==> src/hdl/rlcdw_pkg.sv <==
package rlcdw_pkg;

	// Panel side in pixels, used as the default of the top-level parameter.
	localparam int DEFAULT_PANEL_SIDE = 240;

	// Request codes carried in req_type.
	localparam logic [1:0] REQ_BYTE   = 2'd0;
	localparam logic [1:0] REQ_CS_ON  = 2'd1;
	localparam logic [1:0] REQ_CS_OFF = 2'd2;
	localparam logic [1:0] REQ_RESET  = 2'd3;

	// Opcodes understood by the parser.
	localparam logic [7:0] OP_SWRESET = 8'h01;
	localparam logic [7:0] OP_INVOFF  = 8'h20;
	localparam logic [7:0] OP_INVON   = 8'h21;
	localparam logic [7:0] OP_DISPOFF = 8'h28;
	localparam logic [7:0] OP_DISPON  = 8'h29;
	localparam logic [7:0] OP_CASET   = 8'h2A;
	localparam logic [7:0] OP_RASET   = 8'h2B;
	localparam logic [7:0] OP_RAMWR   = 8'h2C;
	localparam logic [7:0] OP_MADCTL  = 8'h36;
	localparam logic [7:0] OP_COLMOD  = 8'h3A;

	typedef struct packed {
		logic [1:0] req_type;
		logic [7:0] data_byte;
		logic       dc_level;
	} rlcdw_in_t;

	typedef struct packed {
		logic        write_valid;
		logic [15:0] pixel_index;
		logic [23:0] pixel_color;
		logic        clear_screen;
		logic        display_enabled;
		logic        colors_inverted;
	} rlcdw_out_t;

	// What the parser hands to the pixel stages for one word.
	typedef struct packed {
		logic        wr;
		logic [15:0] col;
		logic [15:0] row;
		logic [23:0] color;
		logic        clr;
		logic        disp;
		logic        inv;
	} rlcdw_pix_t;

	// Number of parameter bytes that follow an opcode.
	function automatic logic [2:0] param_count(input logic [7:0] op);
		logic [2:0] n;
		n = 3'd0;
		if (op == OP_CASET || op == OP_RASET) begin
			n = 3'd4;
		end else if (op == OP_MADCTL || op == OP_COLMOD) begin
			n = 3'd1;
		end
		return n;
	endfunction

endpackage

==> src/hdl/rlcdw_ctrl.sv <==
module rlcdw_ctrl #(
	parameter int PANEL_SIDE = rlcdw_pkg::DEFAULT_PANEL_SIDE
) (
	input  logic                   clk,
	input  logic                   arst_n,
	input  logic                   step,
	input  rlcdw_pkg::rlcdw_in_t   item,
	output rlcdw_pkg::rlcdw_pix_t  pix
);

	localparam logic [15:0] SIDE16 = 16'(PANEL_SIDE);
	localparam logic [15:0] LAST16 = 16'(PANEL_SIDE - 1);

	logic        pend_q, n_pend;
	logic [7:0]  op_q, n_op;
	logic [2:0]  exp_q, n_exp;
	logic [2:0]  recv_q, n_recv;
	logic [7:0]  pstore_q [4];
	logic [7:0]  hb_q, n_hb;
	logic        hbv_q, n_hbv;
	logic [15:0] cf_q, cl_q, rf_q, rl_q, n_cf, n_cl, n_rf, n_rl;
	logic [15:0] pc_q, pr_q, n_pc, n_pr;
	logic        mwa_q, n_mwa;
	logic        disp_q, n_disp;
	logic        inv_q, n_inv;

	logic        pst_we;
	logic [7:0]  pm [4];
	logic        exec_en;
	logic [7:0]  exec_op;
	logic        view_rst;
	logic        clr;
	logic        pixel;
	logic        inwin;
	logic        wr;
	logic [15:0] nc, nr;
	logic [15:0] v565;
	logic [23:0] c24;

	always_comb begin
		n_pend = pend_q;
		n_op   = op_q;
		n_exp  = exp_q;
		n_recv = recv_q;
		n_hb   = hb_q;
		n_hbv  = hbv_q;
		n_cf   = cf_q;
		n_cl   = cl_q;
		n_rf   = rf_q;
		n_rl   = rl_q;
		n_pc   = pc_q;
		n_pr   = pr_q;
		n_mwa  = mwa_q;
		n_disp = disp_q;
		n_inv  = inv_q;
		pst_we   = 1'b0;
		exec_en  = 1'b0;
		exec_op  = op_q;
		view_rst = 1'b0;
		clr      = 1'b0;
		pixel    = 1'b0;
		wr       = 1'b0;
		nc       = pc_q + 16'd1;
		nr       = pr_q + 16'd1;

		unique case (item.req_type)
			rlcdw_pkg::REQ_BYTE: begin
				if (!item.dc_level) begin
					if (!pend_q) begin
						n_op   = item.data_byte;
						n_recv = 3'd0;
						n_exp  = rlcdw_pkg::param_count(item.data_byte);
						if (rlcdw_pkg::param_count(item.data_byte) == 3'd0) begin
							exec_en = 1'b1;
							exec_op = item.data_byte;
						end else begin
							n_pend = 1'b1;
						end
					end else begin
						pst_we = 1'b1;
						n_recv = recv_q + 3'd1;
						if (n_recv >= exp_q) begin
							exec_en = 1'b1;
							n_pend  = 1'b0;
						end
					end
				end else if (mwa_q) begin
					if (hbv_q) begin
						n_hbv = 1'b0;
						pixel = 1'b1;
					end else begin
						n_hb  = item.data_byte;
						n_hbv = 1'b1;
					end
				end
			end
			rlcdw_pkg::REQ_CS_ON: begin
				n_pend = 1'b0;
				n_hbv  = 1'b0;
			end
			rlcdw_pkg::REQ_CS_OFF: begin
				n_mwa  = 1'b0;
				n_pend = 1'b0;
				n_hbv  = 1'b0;
			end
			default: begin
				view_rst = 1'b1;
				clr      = 1'b1;
			end
		endcase

		// Parameter bytes as they stand once this byte is stored.
		for (int i = 0; i < 4; i++) begin
			pm[i] = (pst_we && recv_q[1:0] == 2'(i)) ? item.data_byte : pstore_q[i];
		end

		if (exec_en) begin
			unique case (exec_op)
				rlcdw_pkg::OP_SWRESET: begin
					view_rst = 1'b1;
					clr      = 1'b1;
				end
				rlcdw_pkg::OP_DISPON:  n_disp = 1'b1;
				rlcdw_pkg::OP_DISPOFF: n_disp = 1'b0;
				rlcdw_pkg::OP_INVON:   n_inv  = 1'b1;
				rlcdw_pkg::OP_INVOFF:  n_inv  = 1'b0;
				rlcdw_pkg::OP_CASET: begin
					n_cf = {pm[0], pm[1]};
					n_cl = {pm[2], pm[3]};
					n_pc = {pm[0], pm[1]};
				end
				rlcdw_pkg::OP_RASET: begin
					n_rf = {pm[0], pm[1]};
					n_rl = {pm[2], pm[3]};
					n_pr = {pm[0], pm[1]};
				end
				rlcdw_pkg::OP_RAMWR: begin
					n_mwa = 1'b1;
					n_hbv = 1'b0;
				end
				default: begin
				end
			endcase
		end

		// A pointer outside the window neither writes nor moves.
		inwin = (pc_q >= cf_q) && (pc_q <= cl_q) && (pr_q >= rf_q) && (pr_q <= rl_q);
		if (pixel && inwin) begin
			wr   = (pc_q < SIDE16) && (pr_q < SIDE16);
			n_pc = nc;
			if (nc > cl_q) begin
				n_pc = cf_q;
				n_pr = (nr > rl_q) ? rf_q : nr;
			end
		end

		if (view_rst) begin
			n_disp = 1'b0;
			n_inv  = 1'b0;
			n_mwa  = 1'b0;
			n_cf   = 16'd0;
			n_cl   = LAST16;
			n_rf   = 16'd0;
			n_rl   = LAST16;
			n_pc   = 16'd0;
			n_pr   = 16'd0;
		end
	end

	// RGB565 widened to eight bits a channel, red in the low byte.
	assign v565 = {hb_q, item.data_byte};
	assign c24  = {v565[4:0], 3'b000, v565[10:5], 2'b00, v565[15:11], 3'b000}
		^ {24{inv_q}};

	always_comb begin
		pix.wr    = wr;
		pix.col   = pc_q;
		pix.row   = pr_q;
		pix.color = c24;
		pix.clr   = clr;
		pix.disp  = n_disp;
		pix.inv   = n_inv;
	end

	always_ff @(posedge clk or negedge arst_n) begin
		if (!arst_n) begin
			pend_q <= 1'b0;
			op_q   <= 8'd0;
			exp_q  <= 3'd0;
			recv_q <= 3'd0;
			hb_q   <= 8'd0;
			hbv_q  <= 1'b0;
			cf_q   <= 16'd0;
			cl_q   <= LAST16;
			rf_q   <= 16'd0;
			rl_q   <= LAST16;
			pc_q   <= 16'd0;
			pr_q   <= 16'd0;
			mwa_q  <= 1'b0;
			disp_q <= 1'b0;
			inv_q  <= 1'b0;
		end else if (step) begin
			pend_q <= n_pend;
			op_q   <= n_op;
			exp_q  <= n_exp;
			recv_q <= n_recv;
			hb_q   <= n_hb;
			hbv_q  <= n_hbv;
			cf_q   <= n_cf;
			cl_q   <= n_cl;
			rf_q   <= n_rf;
			rl_q   <= n_rl;
			pc_q   <= n_pc;
			pr_q   <= n_pr;
			mwa_q  <= n_mwa;
			disp_q <= n_disp;
			inv_q  <= n_inv;
		end
	end

	always_ff @(posedge clk) begin
		if (step && pst_we) begin
			pstore_q[recv_q[1:0]] <= item.data_byte;
		end
	end

endmodule

==> src/hdl/rlcdw_shade.sv <==
module rlcdw_shade #(
	parameter int PANEL_SIDE = rlcdw_pkg::DEFAULT_PANEL_SIDE
) (
	input  logic                   clk,
	input  logic                   arst_n,
	input  logic                   pix_valid,
	input  rlcdw_pkg::rlcdw_pix_t  pix,
	output logic                   take,
	output logic                   out_valid,
	input  logic                   out_ready,
	output rlcdw_pkg::rlcdw_out_t  out_data
);

	localparam int CW = $clog2(PANEL_SIDE);
	localparam int SW = 2 * CW + 2;
	localparam int PW = (2 * CW + 1 > 16) ? 2 * CW + 1 : 16;
	localparam int CENTER = PANEL_SIDE / 2;
	localparam int R2 = CENTER * CENTER;

	logic                 v_s2, v_s3, ov_q;
	logic                 en_out, en3;
	rlcdw_pkg::rlcdw_pix_t p_s2;

	logic signed [SW-1:0] dx, dy;
	logic        [SW-1:0] dx2_s3, dy2_s3;
	logic        [PW-1:0] base_s3;
	logic        [CW-1:0] col_s3;
	logic                 wr_s3, clr_s3, disp_s3, inv_s3;
	logic        [23:0]   color_s3;
	logic        [SW:0]   rad_sq;
	logic        [PW-1:0] idx_full;
	logic                 outside;
	rlcdw_pkg::rlcdw_out_t out_q;

	assign en_out = !ov_q || out_ready;
	assign en3    = !v_s3 || en_out;
	assign take   = !v_s2 || en3;

	// Coordinates only matter inside the panel, where they fit in CW bits.
	assign dx = signed'(SW'(p_s2.col[CW-1:0])) - signed'(SW'(CENTER));
	assign dy = signed'(SW'(p_s2.row[CW-1:0])) - signed'(SW'(CENTER));

	always_ff @(posedge clk or negedge arst_n) begin
		if (!arst_n) begin
			v_s2 <= 1'b0;
			v_s3 <= 1'b0;
			ov_q <= 1'b0;
		end else begin
			if (take) begin
				v_s2 <= pix_valid;
			end
			if (en3) begin
				v_s3 <= v_s2;
			end
			if (en_out) begin
				ov_q <= v_s3;
			end
		end
	end

	always_ff @(posedge clk) begin
		if (take) begin
			p_s2 <= pix;
		end
		if (en3) begin
			dx2_s3   <= SW'(dx * dx);
			dy2_s3   <= SW'(dy * dy);
			base_s3  <= PW'(p_s2.row[CW-1:0]) * PW'(PANEL_SIDE);
			col_s3   <= p_s2.col[CW-1:0];
			wr_s3    <= p_s2.wr;
			color_s3 <= p_s2.color;
			clr_s3   <= p_s2.clr;
			disp_s3  <= p_s2.disp;
			inv_s3   <= p_s2.inv;
		end
		if (en_out) begin
			out_q <= '{
				write_valid:     wr_s3,
				pixel_index:     wr_s3 ? idx_full[15:0] : 16'd0,
				pixel_color:     (wr_s3 && !outside) ? color_s3 : 24'd0,
				clear_screen:    clr_s3,
				display_enabled: disp_s3,
				colors_inverted: inv_s3
			};
		end
	end

	assign rad_sq   = {1'b0, dx2_s3} + {1'b0, dy2_s3};
	assign outside  = rad_sq > (SW + 1)'(R2);
	assign idx_full = base_s3 + PW'(col_s3);

	assign out_valid = ov_q;
	assign out_data  = out_q;

endmodule

==> src/hdl/round_lcd_spi_command_pixel_writer.sv <==
// Pipeline: input register, parser stage, multiply stage and output register.
// Throughput: one word per cycle while the output side is not stalled; the parser
// updates all command state at once for each word.
// Reset: arst_n clears the command parser, the flags, the window and the write pointer at
// once, and empties every pipeline stage; the parameter bytes are not cleared.
module round_lcd_spi_command_pixel_writer #(
	parameter int PANEL_SIDE = rlcdw_pkg::DEFAULT_PANEL_SIDE
) (
	input  logic                  clk,
	input  logic                  arst_n,
	input  logic                  in_valid,
	output logic                  in_ready,
	input  rlcdw_pkg::rlcdw_in_t  in_data,
	output logic                  out_valid,
	input  logic                  out_ready,
	output rlcdw_pkg::rlcdw_out_t out_data
);

	// Input register: each accepted word waits here for the parser.
	logic                  vld_s1;
	rlcdw_pkg::rlcdw_in_t  in_s1;

	// The parser stage moves on when the pixel stages can take its result.
	logic                  take;
	logic                  step;
	rlcdw_pkg::rlcdw_pix_t pix;

	assign in_ready = !vld_s1 || take;
	assign step     = vld_s1 && take;

	always_ff @(posedge clk or negedge arst_n) begin
		if (!arst_n) begin
			vld_s1 <= 1'b0;
		end else if (in_ready) begin
			vld_s1 <= in_valid;
		end
	end

	always_ff @(posedge clk) begin
		if (in_ready && in_valid) begin
			in_s1 <= in_data;
		end
	end

	// The parser holds the window, the pointer and the flags, and decides whether a
	// pixel is written and in which colour.
	rlcdw_ctrl #(
		.PANEL_SIDE(PANEL_SIDE)
	) u_ctrl (
		.clk   (clk),
		.arst_n(arst_n),
		.step  (step),
		.item  (in_s1),
		.pix   (pix)
	);

	// The pixel stages work out the framebuffer index and blank pixels outside the
	// centred circle; the last of them is the output register.
	rlcdw_shade #(
		.PANEL_SIDE(PANEL_SIDE)
	) u_shade (
		.clk      (clk),
		.arst_n   (arst_n),
		.pix_valid(vld_s1),
		.pix      (pix),
		.take     (take),
		.out_valid(out_valid),
		.out_ready(out_ready),
		.out_data (out_data)
	);

endmodule

==> config.mk <==
export PLATFORM = sky130hd
export DESIGN_NAME = round_lcd_spi_command_pixel_writer
export DESIGN_NICKNAME = d
export VERILOG_FILES = /design/src/hdl/rlcdw_pkg.sv /design/src/hdl/rlcdw_ctrl.sv /design/src/hdl/rlcdw_shade.sv /design/src/hdl/round_lcd_spi_command_pixel_writer.sv
export SDC_FILE = /design/constraint.sdc
export NUM_CORES = 1
export LEC_CHECK = 0
export ABC_AREA = 1
export BUFFER_PORTS_ARGS = -buffer_cell sky130_fd_sc_hd__buf_4
export CAP_MARGIN = 40
export CORE_MARGIN = 8
export CORE_UTILIZATION = 35
export DETAILED_ROUTE_END_ITERATION = 7
export MAX_ROUTING_LAYER = met4
export PLACE_DENSITY = 0.55
export SLEW_MARGIN = 25
export SYNTH_ARGS = -nofsm -noshare
export SYNTH_HDL_FRONTEND = slang
export SYNTH_SLANG_ARGS = --single-unit
==> constraint.sdc <==
create_clock -name clk -period 5.55 [get_ports clk]
set_input_delay 0.2775 -clock clk [delete_from_list [all_inputs] [get_ports clk]]
set_output_delay 0.2775 -clock clk [all_outputs]
set_load 0.01 [all_outputs]
# Word level (Yosys, flattened, before mapping)
# Memory sizes are Yosys's and may differ from the RTL's.
# Index checks and enable logic that the tools add are counted.
[op_classes] n_mul=3 order_cmp=10 n_eq_ne=18 n_bitwise=4 muxes=73 reduce_logical=42 n_addsub=7
[ops] op="two-way mux 16 bit" count=21
[ops] op="== test 8 x 6 -> 1 bit, second input constant" count=11
[ops] op="two-way mux 8 bit" count=8
[ops] op="multiplier 18 x 18 -> 18 bit" count=2
[ops] op="two-way mux 1 bit" count=35
[ops] op="adder 16 x 1 -> 16 bit, second input constant" count=2
[ops] op=">= comparator 16 bit" count=2
[ops] op="> comparator 16 bit" count=2
[ops] op="<= comparator 16 bit" count=2
[ops] op="< comparator 16 x 8 -> 1 bit, second input constant" count=2
[ops] op="XOR 24 bit" count=1
[ops] op="adder 18 x 18 -> 19 bit" count=1
[ops] op="> comparator 19 x 14 -> 1 bit, second input constant" count=1
[ops] op="subtractor 8 x 7 -> 9 bit, second input constant" count=2
[ops] op="adder 16 x 8 -> 16 bit" count=1
[ops] op="two-way mux 3 bit" count=5
[ops] op="AND reduction 3 bit" count=5
[ops] op="logical AND 1 bit" count=13
[ops] op="multiplier 8 x 4 -> 12 bit, second input constant" count=1
[ops] op="== test 8 x 1 -> 1 bit, second input constant" count=1
[ops] op="one-hot mux 1 bit (2 select lines)" count=4
[ops] op="nonzero test 2 bit" count=4
[ops] op="== test 2 bit, second input constant" count=3
[ops] op="logical OR 1 bit" count=6
[ops] op="other kinds (13)" count=22
[totals] input_bits=15 wordCells=202 ff_bits=310 ramBits=32 memories=1 out_inout_bits=46
[memory_table] memory="u_ctrl.pstore_q" words=4 word_bits=8 read_ports=4 rd_clocked_by_memory_dff=0 write_ports=1 line="rlcdw_ctrl.sv:18" source="logic [7:0] pstore_q [4];"

# Logic depth before layout (Yosys ltp)
# Gate-level depths: netlist of run 1.
[logic_depth] word_depth=18 depth_mapped=29 mapped_depth_nobuf=29

# Cells and area by module
# Synthesis of run 1 repeated with hierarchy kept, for this count alone.
[hier_totals] cells_unflattened=2895 hier_area_um2=25121.6
[modules_own_cells] mod="rlcdw_shade" cells_each=1277 seq_area_each_um2=5119.9 area_per_inst_um2=13142.6 instances=1
[modules_own_cells] mod="rlcdw_ctrl" cells_each=1599 seq_area_each_um2=4031.4 area_per_inst_um2=11596.1 instances=1
[modules_own_cells] mod="round_lcd_spi_command_pixel_writer" cells_each=19 seq_area_each_um2=355.3 area_per_inst_um2=382.9 instances=1

# Worst setup path before layout of run 1
# OpenSTA, ideal clock, no wires.
[synth_timing] kind="register to register" startpoint="register u_shade.p_s2[30] (netlist name)" endpoint="register u_shade.dy2_s3[17] (data pin)" stages_incl_launch_ff=24 path_slack_ns=-0.282 required_ns=5.290 arrival_ns=5.573 path_buffers=1 synth_period_minus_slack_ns=5.832 setup_time_ns=0.260 path_cell_list="edfxtp_1 clkbuf_1 nand2_1 xor2_1 inv_1 nor2_1 inv_1 fa_1 inv_1 fa_1 fa_1 fa_1 inv_1 fa_1 inv_1 ha_1 o21ai_0 nor3_1 nor2_1 o21ai_0 nand2_1 nand2_1 a21oi_1 xnor2_1"
[synth_between] elab_chain_cells=2
[synth_rtl] element="start, declared" line="rlcdw_shade.sv:22" source="rlcdw_pkg::rlcdw_pix_t p_s2;"
[synth_rtl] element="start signal, assigned" line="rlcdw_shade.sv:63" source="p_s2 <= pix;"
[synth_rtl] element="subtractor 8 x 7 -> 9 bit" line="rlcdw_shade.sv:41" source="assign dy = signed'(SW'(p_s2.row[CW-1:0])) - signed'(SW'(CENTER));"
[synth_rtl] element="multiplier 18 x 18 -> 18 bit" line="rlcdw_shade.sv:67" source="dy2_s3 <= SW'(dy * dy);"
[synth_rtl] element="end signal, assigned" line="rlcdw_shade.sv:67"
[synth_rtl] element="end, declared" line="rlcdw_shade.sv:25" source="logic [SW-1:0] dx2_s3, dy2_s3;"
# Every way passes these cells.
# A chain may end at the register's enable or synchronous reset.

# Worst setup path after layout of run 1
[layout_timing] startpoint="register u_shade.p_s2[32] (netlist name)" endpoint="register u_shade.dy2_s3[17] (data pin)"
# Same word-level chain as after synthesis.

==> metrics.cfg, run 1 <==
[run_status]
outcome=finished, final reports clean

[route]
firstDrtPassIters=5
vias=18100
vias_per_cell=4.84
detail_route.wirelength_microns=61200
detailedRoute.firstIterationViolations=1111
drt_drc_violations_left=0
avgRoutedWirePerCell_microns=16.4
drtAntennaViolNets=0

[final_layout]
areaGrowthSynthToFinish_pct=15.5
final_util_pct=40.6
final_layout_size_suffix_gt1_share_pct=11.2
layout.nets=3216
final_cells=3742

[yosys]
synth_sequential_area_ratio_pct=37.9
netlist.area_leader.share_pct=24.3
yosys_register_bits=316
postSynth.asyncResetShare_pct=39.9
yosysWarningCount=0
syn_area_per_cell_sq_um=8.67
post_syn_instances=2702
post_synth_most_frequent_cells=659 x nand2_1, 446 x inv_1, 244 x nor2_1
ys.flop_type=edfxtp_1
synth_enable_flop_cells=190
post_synth_instance_area_sq_um=23400
syn_nets=3080
ys_top_cells_by_area=edfxtp_1 24%, ha_1 12%, dfrtp_1 12%
synth_cell_types=48
yosys.area.top_type=edfxtp_1
synthMostInstantiatedCell=nand2_1

[grt]
antenna_found_initial=0
first_pass_grt_wire_length_microns=98300
grt_start_max_net_pins=63
grt-ovfl-total=0
first_global_vias=18700
groute.usage.overall_pct=16.7

[placement]
io_buffer_count=60
hpwl_detailed_microns=47800
dp.cells=3648
gp_congestion=0.927

[timing]
fmax_mhz=188
finalCritPeriodShare_pct=95.6
totalNegativeSetupSlack_ns=0
timing_worst_slew_pin_value_ns=0.762
relSlewSlack_pct=48.8
finalHoldViolCount=0
number_of_endpoints_failing_setup_at_the_final_stage=0
finalMaxSlewViolations=0
final.setup_skew_ns=0.0214
period_minus_slack_ns=5.31

[cts]
insertion_delay_ns=0.57
numCtsBuffers=38
root_buffer=clkbuf_16
clock_tree_from_tritoncts=done
cts_htree_levels=2
clock_path_buffers=3
clk_pin_slew_worst_paths_ns=0.06
cts.sink_count=316

[worst_hold_path]
min-delay-path-class=in2async

[floorplanning]
dieHeight_microns=275
placement_rows=95
fp.dieArea_sq_um=75500
chipWidth_microns=275
core_sq_um=66700
start_util_pct=35.1
floorplan.io_pins=61

[setup_path]
worst_ep_arrival_time_ns=5.62
critical_path_required_ns=5.86
critical_path.max_stage_delay_ns=0.54
worst_setup_path_start_kind=flop
crit_family=adder cells
worst_path_max_delay_cell=fa_1
timing.critical_path.to_type=flop
path_class=reg2reg
critical_path.startpoint=u_shade.p_s2[32]
ff2ff_setup_slack_ns=0.24
r2r-start=u_shade.p_s2[32]
crit_chain=buf_4 -> buf_4 -> or2_2 -> nand2_4 -> buf_4 -> nor2_2 -> fa_1 -> fa_1 -> fa_1 -> inv_1 -> fa_1 -> inv_1 -> ha_1 -> ha_4 -> buf_4 -> nand2_1 -> nor3_2 -> nor2_2 -> o21ai_2 -> nand2_1 -> nand2_1 -> a21oi_2 -> xnor2_1
timing.critical_path.fanout_max=8
crit_buf_inv=6

[flow_run]
cap_viol_max_count=0

-- cells by family (layout without fill, tap and decap cells) --
kind of cell / count (synthesis) / count (layout) / synth area share, %
buf+inv: 526 / 692 / 8.88
xor+xnor: 91 / 91 / 3.40
other cells: 0 / 1 / 0
compound gates: 252 / 252 / 5.77
flops: 316 / 316 / 37.9
simple gates: 1154 / 1154 / 20.5
fa+ha+maj: 363 / 363 / 23.6
-- timing repair --
item,CTS,global route
gates cloned,0,0
endpoints found under the hold margin,67,0
setup endpoints to repair,3,7
gates resized for setup,5,67
pin swaps,0,20
hold buffers,13,0
buffers inserted,0,7
-- through the flow --
step	hold WS [ns]	setup slack, ns	instance area [sq um]
2_1_floorplan	-0.0181	0.0155	23500
3_3_place_gp	0.403	0.0527	25200
3_5_place_dp	0.405	-0.0274	25300
4_1_cts	0.265	0.0412	26700
5_1_grt	0.0630	-0.0214	27100
6_report	0.0712	0.242	27100
-- per-layer routing --
metal	up-vias	wire length, microns	part of all wire (%)	track usage (%)
li1	8913	-	-	-
met1	8706	27500	45	20.8
met2	371	28900	47	27.8
met3	124	2580	4.2	2.32
met4	0	2230	3.6	5.99
met5	-	0	0	-
-- final cells by class --
class / count / area, sq um
inverters: 459 / 1730
clock inverters: 20 / 231
flip-flops and latches: 316 / 8880
clock buffers: 50 / 1030
well taps: 873 / 1090
multi-input cells: 1860 / 12700
repair buffers: 163 / 1380
diodes: 1 / 2.50
fillers: 6639 / 39600
-- state kept, by name, summed over array words and instances, names as in the netlist, 11 cells and up --
register	flops
u_ctrl.cf_q	16
u_shade.p_s2	37
u_shade.dy2_s3	17
u_ctrl.rl_q	16
u_ctrl.cl_q	16
u_shade.out_data	37
u_ctrl.pstore_q	32
u_shade.color_s3	17
in_s1	11
u_ctrl.pc_q	16
u_shade.dx2_s3	16
u_ctrl.rf_q	16
u_ctrl.pr_q	16
u_shade.base_s3	11
-- final timing paths --
path                                       end  cells after the start
setup / recovery            u_shade.dy2_s3[17]                     23
hold reg to reg            u_shade.color_s3[7]                      0
max in group asynchronous       u_ctrl.rl_q[5]                      4
min in group clk             u_shade.out_valid                      4
hold / removal                  u_ctrl.cf_q[8]                      2
setup reg to reg            u_shade.dy2_s3[17]                     23
-- layout by cell type (no fill, tap or decap), types with 4 or more instances in the layout --
master and count:
edfxtp_1 190, nor2_4 4, buf_4 138, clkinv_2 7, nand2_1 654, fa_2 4
nor3_1 18, inv_1 438, ha_1 219, nand3_1 164, buf_6 5, o21ai_2 6
clkbuf_1 10, inv_2 16, clkbuf_16 39, o21bai_1 7, nor4_1 6, ha_2 5
ha_4 7, dfrtp_1 112, a21oi_2 7, o31ai_1 5, o21ai_0 94, nand2_2 9
nor2_1 223, nor2_2 24, dlygate4sd3_1 13, clkinv_1 5, xnor2_1 23, fa_1 128
o21ai_1 10, o21a_1 10, nand4_1 34, a21oi_1 101, xor2_1 67, dfstp_2 14
Power of run 1 is left out: the tool's default activity adds up to more than one toggle a clock period on the data nets, which glitch-free logic cannot reach.
==> run 2: changes to the inputs <==
- CORE_MARGIN: 8 -> 2
==> metrics.cfg, run 2 (synthesis results as in run 1) <==
[worst_hold_path]
min_from=out_ready
min-delay-path-class=in2reg
timing.hold.worst_path_depth=6
min_to=u_shade.v_s3

[cts]
root_buffer=clkbuf_16
clock_tree_from_tritoncts=done
clk_pin_slew_worst_paths_ns=0.06
cts.sink_count=316
numCtsBuffers=40
clock_path_buffers=3
insertion_delay_ns=0.58
cts_htree_levels=2

[timing]
fmax_mhz=189
unrepaired_setup_endpoints_after_global_routing=true
final.setup.worst_slack_ns=0.264
number_of_endpoints_failing_setup_at_the_final_stage=0
final.setup_skew_ns=0.0214
relSlewSlack_pct=45.7
timing_worst_slew_pin_value_ns=0.806
finalCritPeriodShare_pct=95.2
finalMaxSlewViolations=0
period_minus_slack_ns=5.29
finalHoldViolCount=0

[final_layout]
layout.nets=3204
area_used_by_multi_input_combinational_logic_sq_um=12700
insertedDiodeCount=0
fill_cells=6495
final_common_cell=nand2_1
mostFrequentLayoutCells=653 x nand2_1, 439 x inv_1, 225 x nor2_1, 219 x ha_1, 190 x edfxtp_1
final_layout_size_suffix_gt1_share_pct=10.8
seqCellArea_sq_um=8880
final_cells=3720
final_util_pct=41.0
areaGrowthSynthToFinish_pct=15.4

[route]
vias=18000
avgRoutedWirePerCell_microns=16.5
detail_route.wirelength_microns=61200
drt_drc_violations_left=0
firstDrtPassIters=7
drtAntennaViolNets=0
detailedRoute.firstIterationViolations=1278
vias_per_cell=4.83

[floorplanning]
fp.dieArea_sq_um=69100
core_sq_um=66000
floorplan.io_pins=61
start_util_pct=35.5
placement_rows=94
dieHeight_microns=263
chipWidth_microns=263

[setup_path]
r2r_end=u_shade.dy2_s3[17]
ff2ff_setup_slack_ns=0.26
worst_ep_arrival_time_ns=5.60
r2r-start=u_shade.p_s2[31]
reg2regPathDepth=25
timing.critical_path.fanout_max=8
critical_path_required_ns=5.86
path_class=reg2reg
worst_setup_path_start_kind=flop
timing.critical_path.to_type=flop

[placement]
gp_congestion=0.914
detailedPlace.worstSlack_ns=-0.0205
dp.cells=3627
hpwl_detailed_microns=47000
io_buffer_count=60

[grt]
first_global_vias=18200
antenna_found_initial=0
first_pass_grt_wire_length_microns=99300
grt_start_max_net_pins=51
groute.usage.overall_pct=18.4
grt-ovfl-total=0

[flow_run]
cap_viol_max_count=0

[run_status]
outcome=finished, final reports clean

run 2: stage by stage:
step	cell area (sq um)	hold WS (ns)	setup TNS (ns)
2_1_floorplan	23500	-0.0181	0
3_3_place_gp	25100	0.312	0
3_5_place_dp	25200	0.309	-0.0205
4_1_cts	26800	0.0952	0
5_1_grt	27100	0.154	-0.130
6_report	27100	0.127	0
run 2: worst max-delay path, cell delays in order (launching register included):
cell and delay, ns:
edfxtp_1 0.45, ha_2 0.24, or2_2 0.32, nand2_4 0.12, nor2_1 0.07, fa_1 0.58, inv_1 0.07, fa_1 0.49
inv_1 0.04, ha_1 0.26, inv_1 0.05, fa_1 0.52, inv_1 0.04, ha_1 0.28, ha_1 0.23, fa_2 0.36
nand2_1 0.09, nand2_1 0.07, o21ai_2 0.07, nor3_1 0.06, nor2_1 0.19, o21ai_2 0.10, nand2_1 0.06, nand2_1 0.06
a21oi_2 0.14, xnor2_1 0.07
run 2: area by class of cell:
type / count / share of cell area (%)
Sequential cell: 316 / 32.8
Tap cell: 864 / 4.00
Multi-Input combinational cell: 1860 / 47.1
Clock inverter: 25 / 1.24
Clock buffer: 47 / 4.03
Inverter: 459 / 6.39
Timing Repair Buffer: 149 / 4.46
run 2: worst max path at each step:
stage	slack (ns)	startpoint	to	cells after the start
floorplan	0.02	u_shade.p_s2[32]	u_shade.dy2_s3[16]	26
global placement	0.07	u_shade.p_s2[47]	u_shade.dx2_s3[17]	23
detailed placement	-0.02	u_shade.p_s2[47]	u_shade.dx2_s3[17]	24
CTS	0.003	u_shade.p_s2[31]	u_shade.dy2_s3[16]	25
global route	-0.05	u_shade.p_s2[47]	u_shade.dx2_s3[17]	24
finish	0.26	u_shade.p_s2[31]	u_shade.dy2_s3[17]	25
run 2: timing repair:
| item | 4_1_cts | 5_1_grt |
|---|---|---|
| hold buffers | 13 | 0 |
| resized for setup | 0 | 66 |
| setup buffers | 1 | 6 |
| endpoints found under the setup margin | 1 | 8 |
| pin swaps | 0 | 14 |
| endpoints found under the hold margin | 44 | 0 |
run 2: layer usage:
metal,global-route usage (%),share of wire (%),vias to the layer above
li1,-,-,8879
met1,24.1,46,8645
met2,30.5,48,369
met3,2.01,3.9,85
met4,4.66,2.3,0
met5,-,0,-
Power of run 2 is left out for the same reason.
==> run 3: changes to the inputs <==
- CORE_UTILIZATION: 35 -> 51
- PLACE_DENSITY: 0.55 -> 0.73
==> metrics.cfg, run 3 (synthesis results as in run 1) <==
[run_status]
outcome=finished, final reports clean

[cts]
cts_htree_levels=2
root_buffer=clkbuf_16
numCtsBuffers=36
clk_pin_slew_worst_paths_ns=0.06
clock_tree_from_tritoncts=done
insertion_delay_ns=0.57
cts.sink_count=316
clock_path_buffers=3

[floorplanning]
fp.dieArea_sq_um=47700
dieHeight_microns=218
chipWidth_microns=218
placement_rows=78
core_sq_um=45400
start_util_pct=51.6
floorplan.io_pins=61

[timing]
fmax_mhz=187
period_minus_slack_ns=5.35
relSlewSlack_pct=47.9
timing_worst_slew_pin_value_ns=0.775
number_of_endpoints_failing_setup_at_the_final_stage=0
final.setup_skew_ns=0.0368
finalMaxSlewViolations=0
finalCritPeriodShare_pct=96.4
finalHoldViolCount=0

[setup_path]
path_common_cell=fa_1
worst_setup_path_start_kind=flop
r2r-start=u_shade.p_s2[32]
path_class=reg2reg
critical_path_required_ns=5.84
timing.critical_path.to_type=flop
worst_path_max_delay_cell=fa_1
critical_path.max_stage_delay_ns=0.52
critical_path.startpoint=u_shade.p_s2[32]
worst_ep_arrival_time_ns=5.64
timing.critical_path.fanout_max=6

[route]
detailedRoute.firstIterationViolations=1403
firstDrtPassIters=7
drt_drc_violations_left=0
detail_route.wirelength_microns=57700
drtAntennaViolNets=0
vias_per_cell=5.29
avgRoutedWirePerCell_microns=16.7
vias=18200

[final_layout]
final_util_pct=58.5
mostFrequentLayoutCells=654 x nand2_1, 440 x inv_1, 222 x nor2_1, 219 x ha_1, 190 x edfxtp_1
insertedDiodeCount=0
final_layout_size_suffix_gt1_share_pct=10.6
layout.nets=3200
areaGrowthSynthToFinish_pct=13.2
final_common_cell=nand2_1

[grt]
first_pass_grt_wire_length_microns=93200
grt_start_max_net_pins=55
groute.usage.overall_pct=25.4
grt-ovfl-total=0
first_global_vias=18300
antenna_found_initial=0

[placement]
gp_congestion=0.974
hpwl_detailed_microns=43700
io_buffer_count=60

[worst_hold_path]
min-delay-path-class=in2async

[flow_run]
cap_viol_max_count=0

-- run 3: final cells by class --
type	instances	area, sq um
fill	3855	18800
multi-input combinational	1860	12800
sequential	316	8880
inverter	459	1730
timing repair buffer	149	1210
clock buffer	51	1030
tap	600	751
clock inverter	14	143
-- run 3: metrics by stage --
stage / setup TNS, ns / worst slack, ns / area, sq um / std cells / hold slack (ns)
floorplan: 0 / 0.0155 / 23500 / 2702 / -0.0181
global placement: 0 / 0.104 / 24700 / 3351 / 0.332
detailed placement: -0.0700 / -0.0510 / 24800 / 3358 / 0.338
CTS: 0 / 0.00435 / 26200 / 3437 / 0.286
global route: -0.0671 / -0.0474 / 26500 / 3449 / 0.312
finish: 0 / 0.202 / 26500 / 3449 / 0.278
-- run 3: path summary, 6_finish.rpt --
check	endpoint	slack [ns]	depth (start not counted)
worst max-delay path	u_shade.dy2_s3[17]	0.20	26
worst min-delay path	u_ctrl.op_q[6]	0.28	2
worst max register to register	u_shade.dy2_s3[17]	0.20	26
worst min register to register	u_shade.color_s3[3]	0.42	0
max in group asynchronous	u_ctrl.rl_q[6]	4.00	4
min in group clk	u_shade.v_s3	0.38	6
-- run 3: repair_timing --
item	in CTS	in global routing
pin swaps	0	27
buffers inserted	1	11
hold endpoints to repair	58	0
hold buffers	13	0
endpoints found under the setup margin	3	9
resized for setup	5	73
-- run 3: per-layer routing --
layer,vias up,track usage [%],wire (microns)
met2,550,41.6,27700
met3,106,3.06,3270
li1,8855,-,-
met4,0,9.55,1940
met1,8736,32.3,24800
met5,-,-,0
-- run 3: critical path, delay by kind of cell (launching register included) --
family                     cells  cell delay, ns
adders and majority gates      7            2.87
and+or+nand+nor                8            0.73
DFF                            1            0.44
buffers and inverters          6            0.44
AOI/OAI and AO/OA              3            0.33
xor gates and xnor gates       2            0.25
Power of run 3 is left out for the same reason.
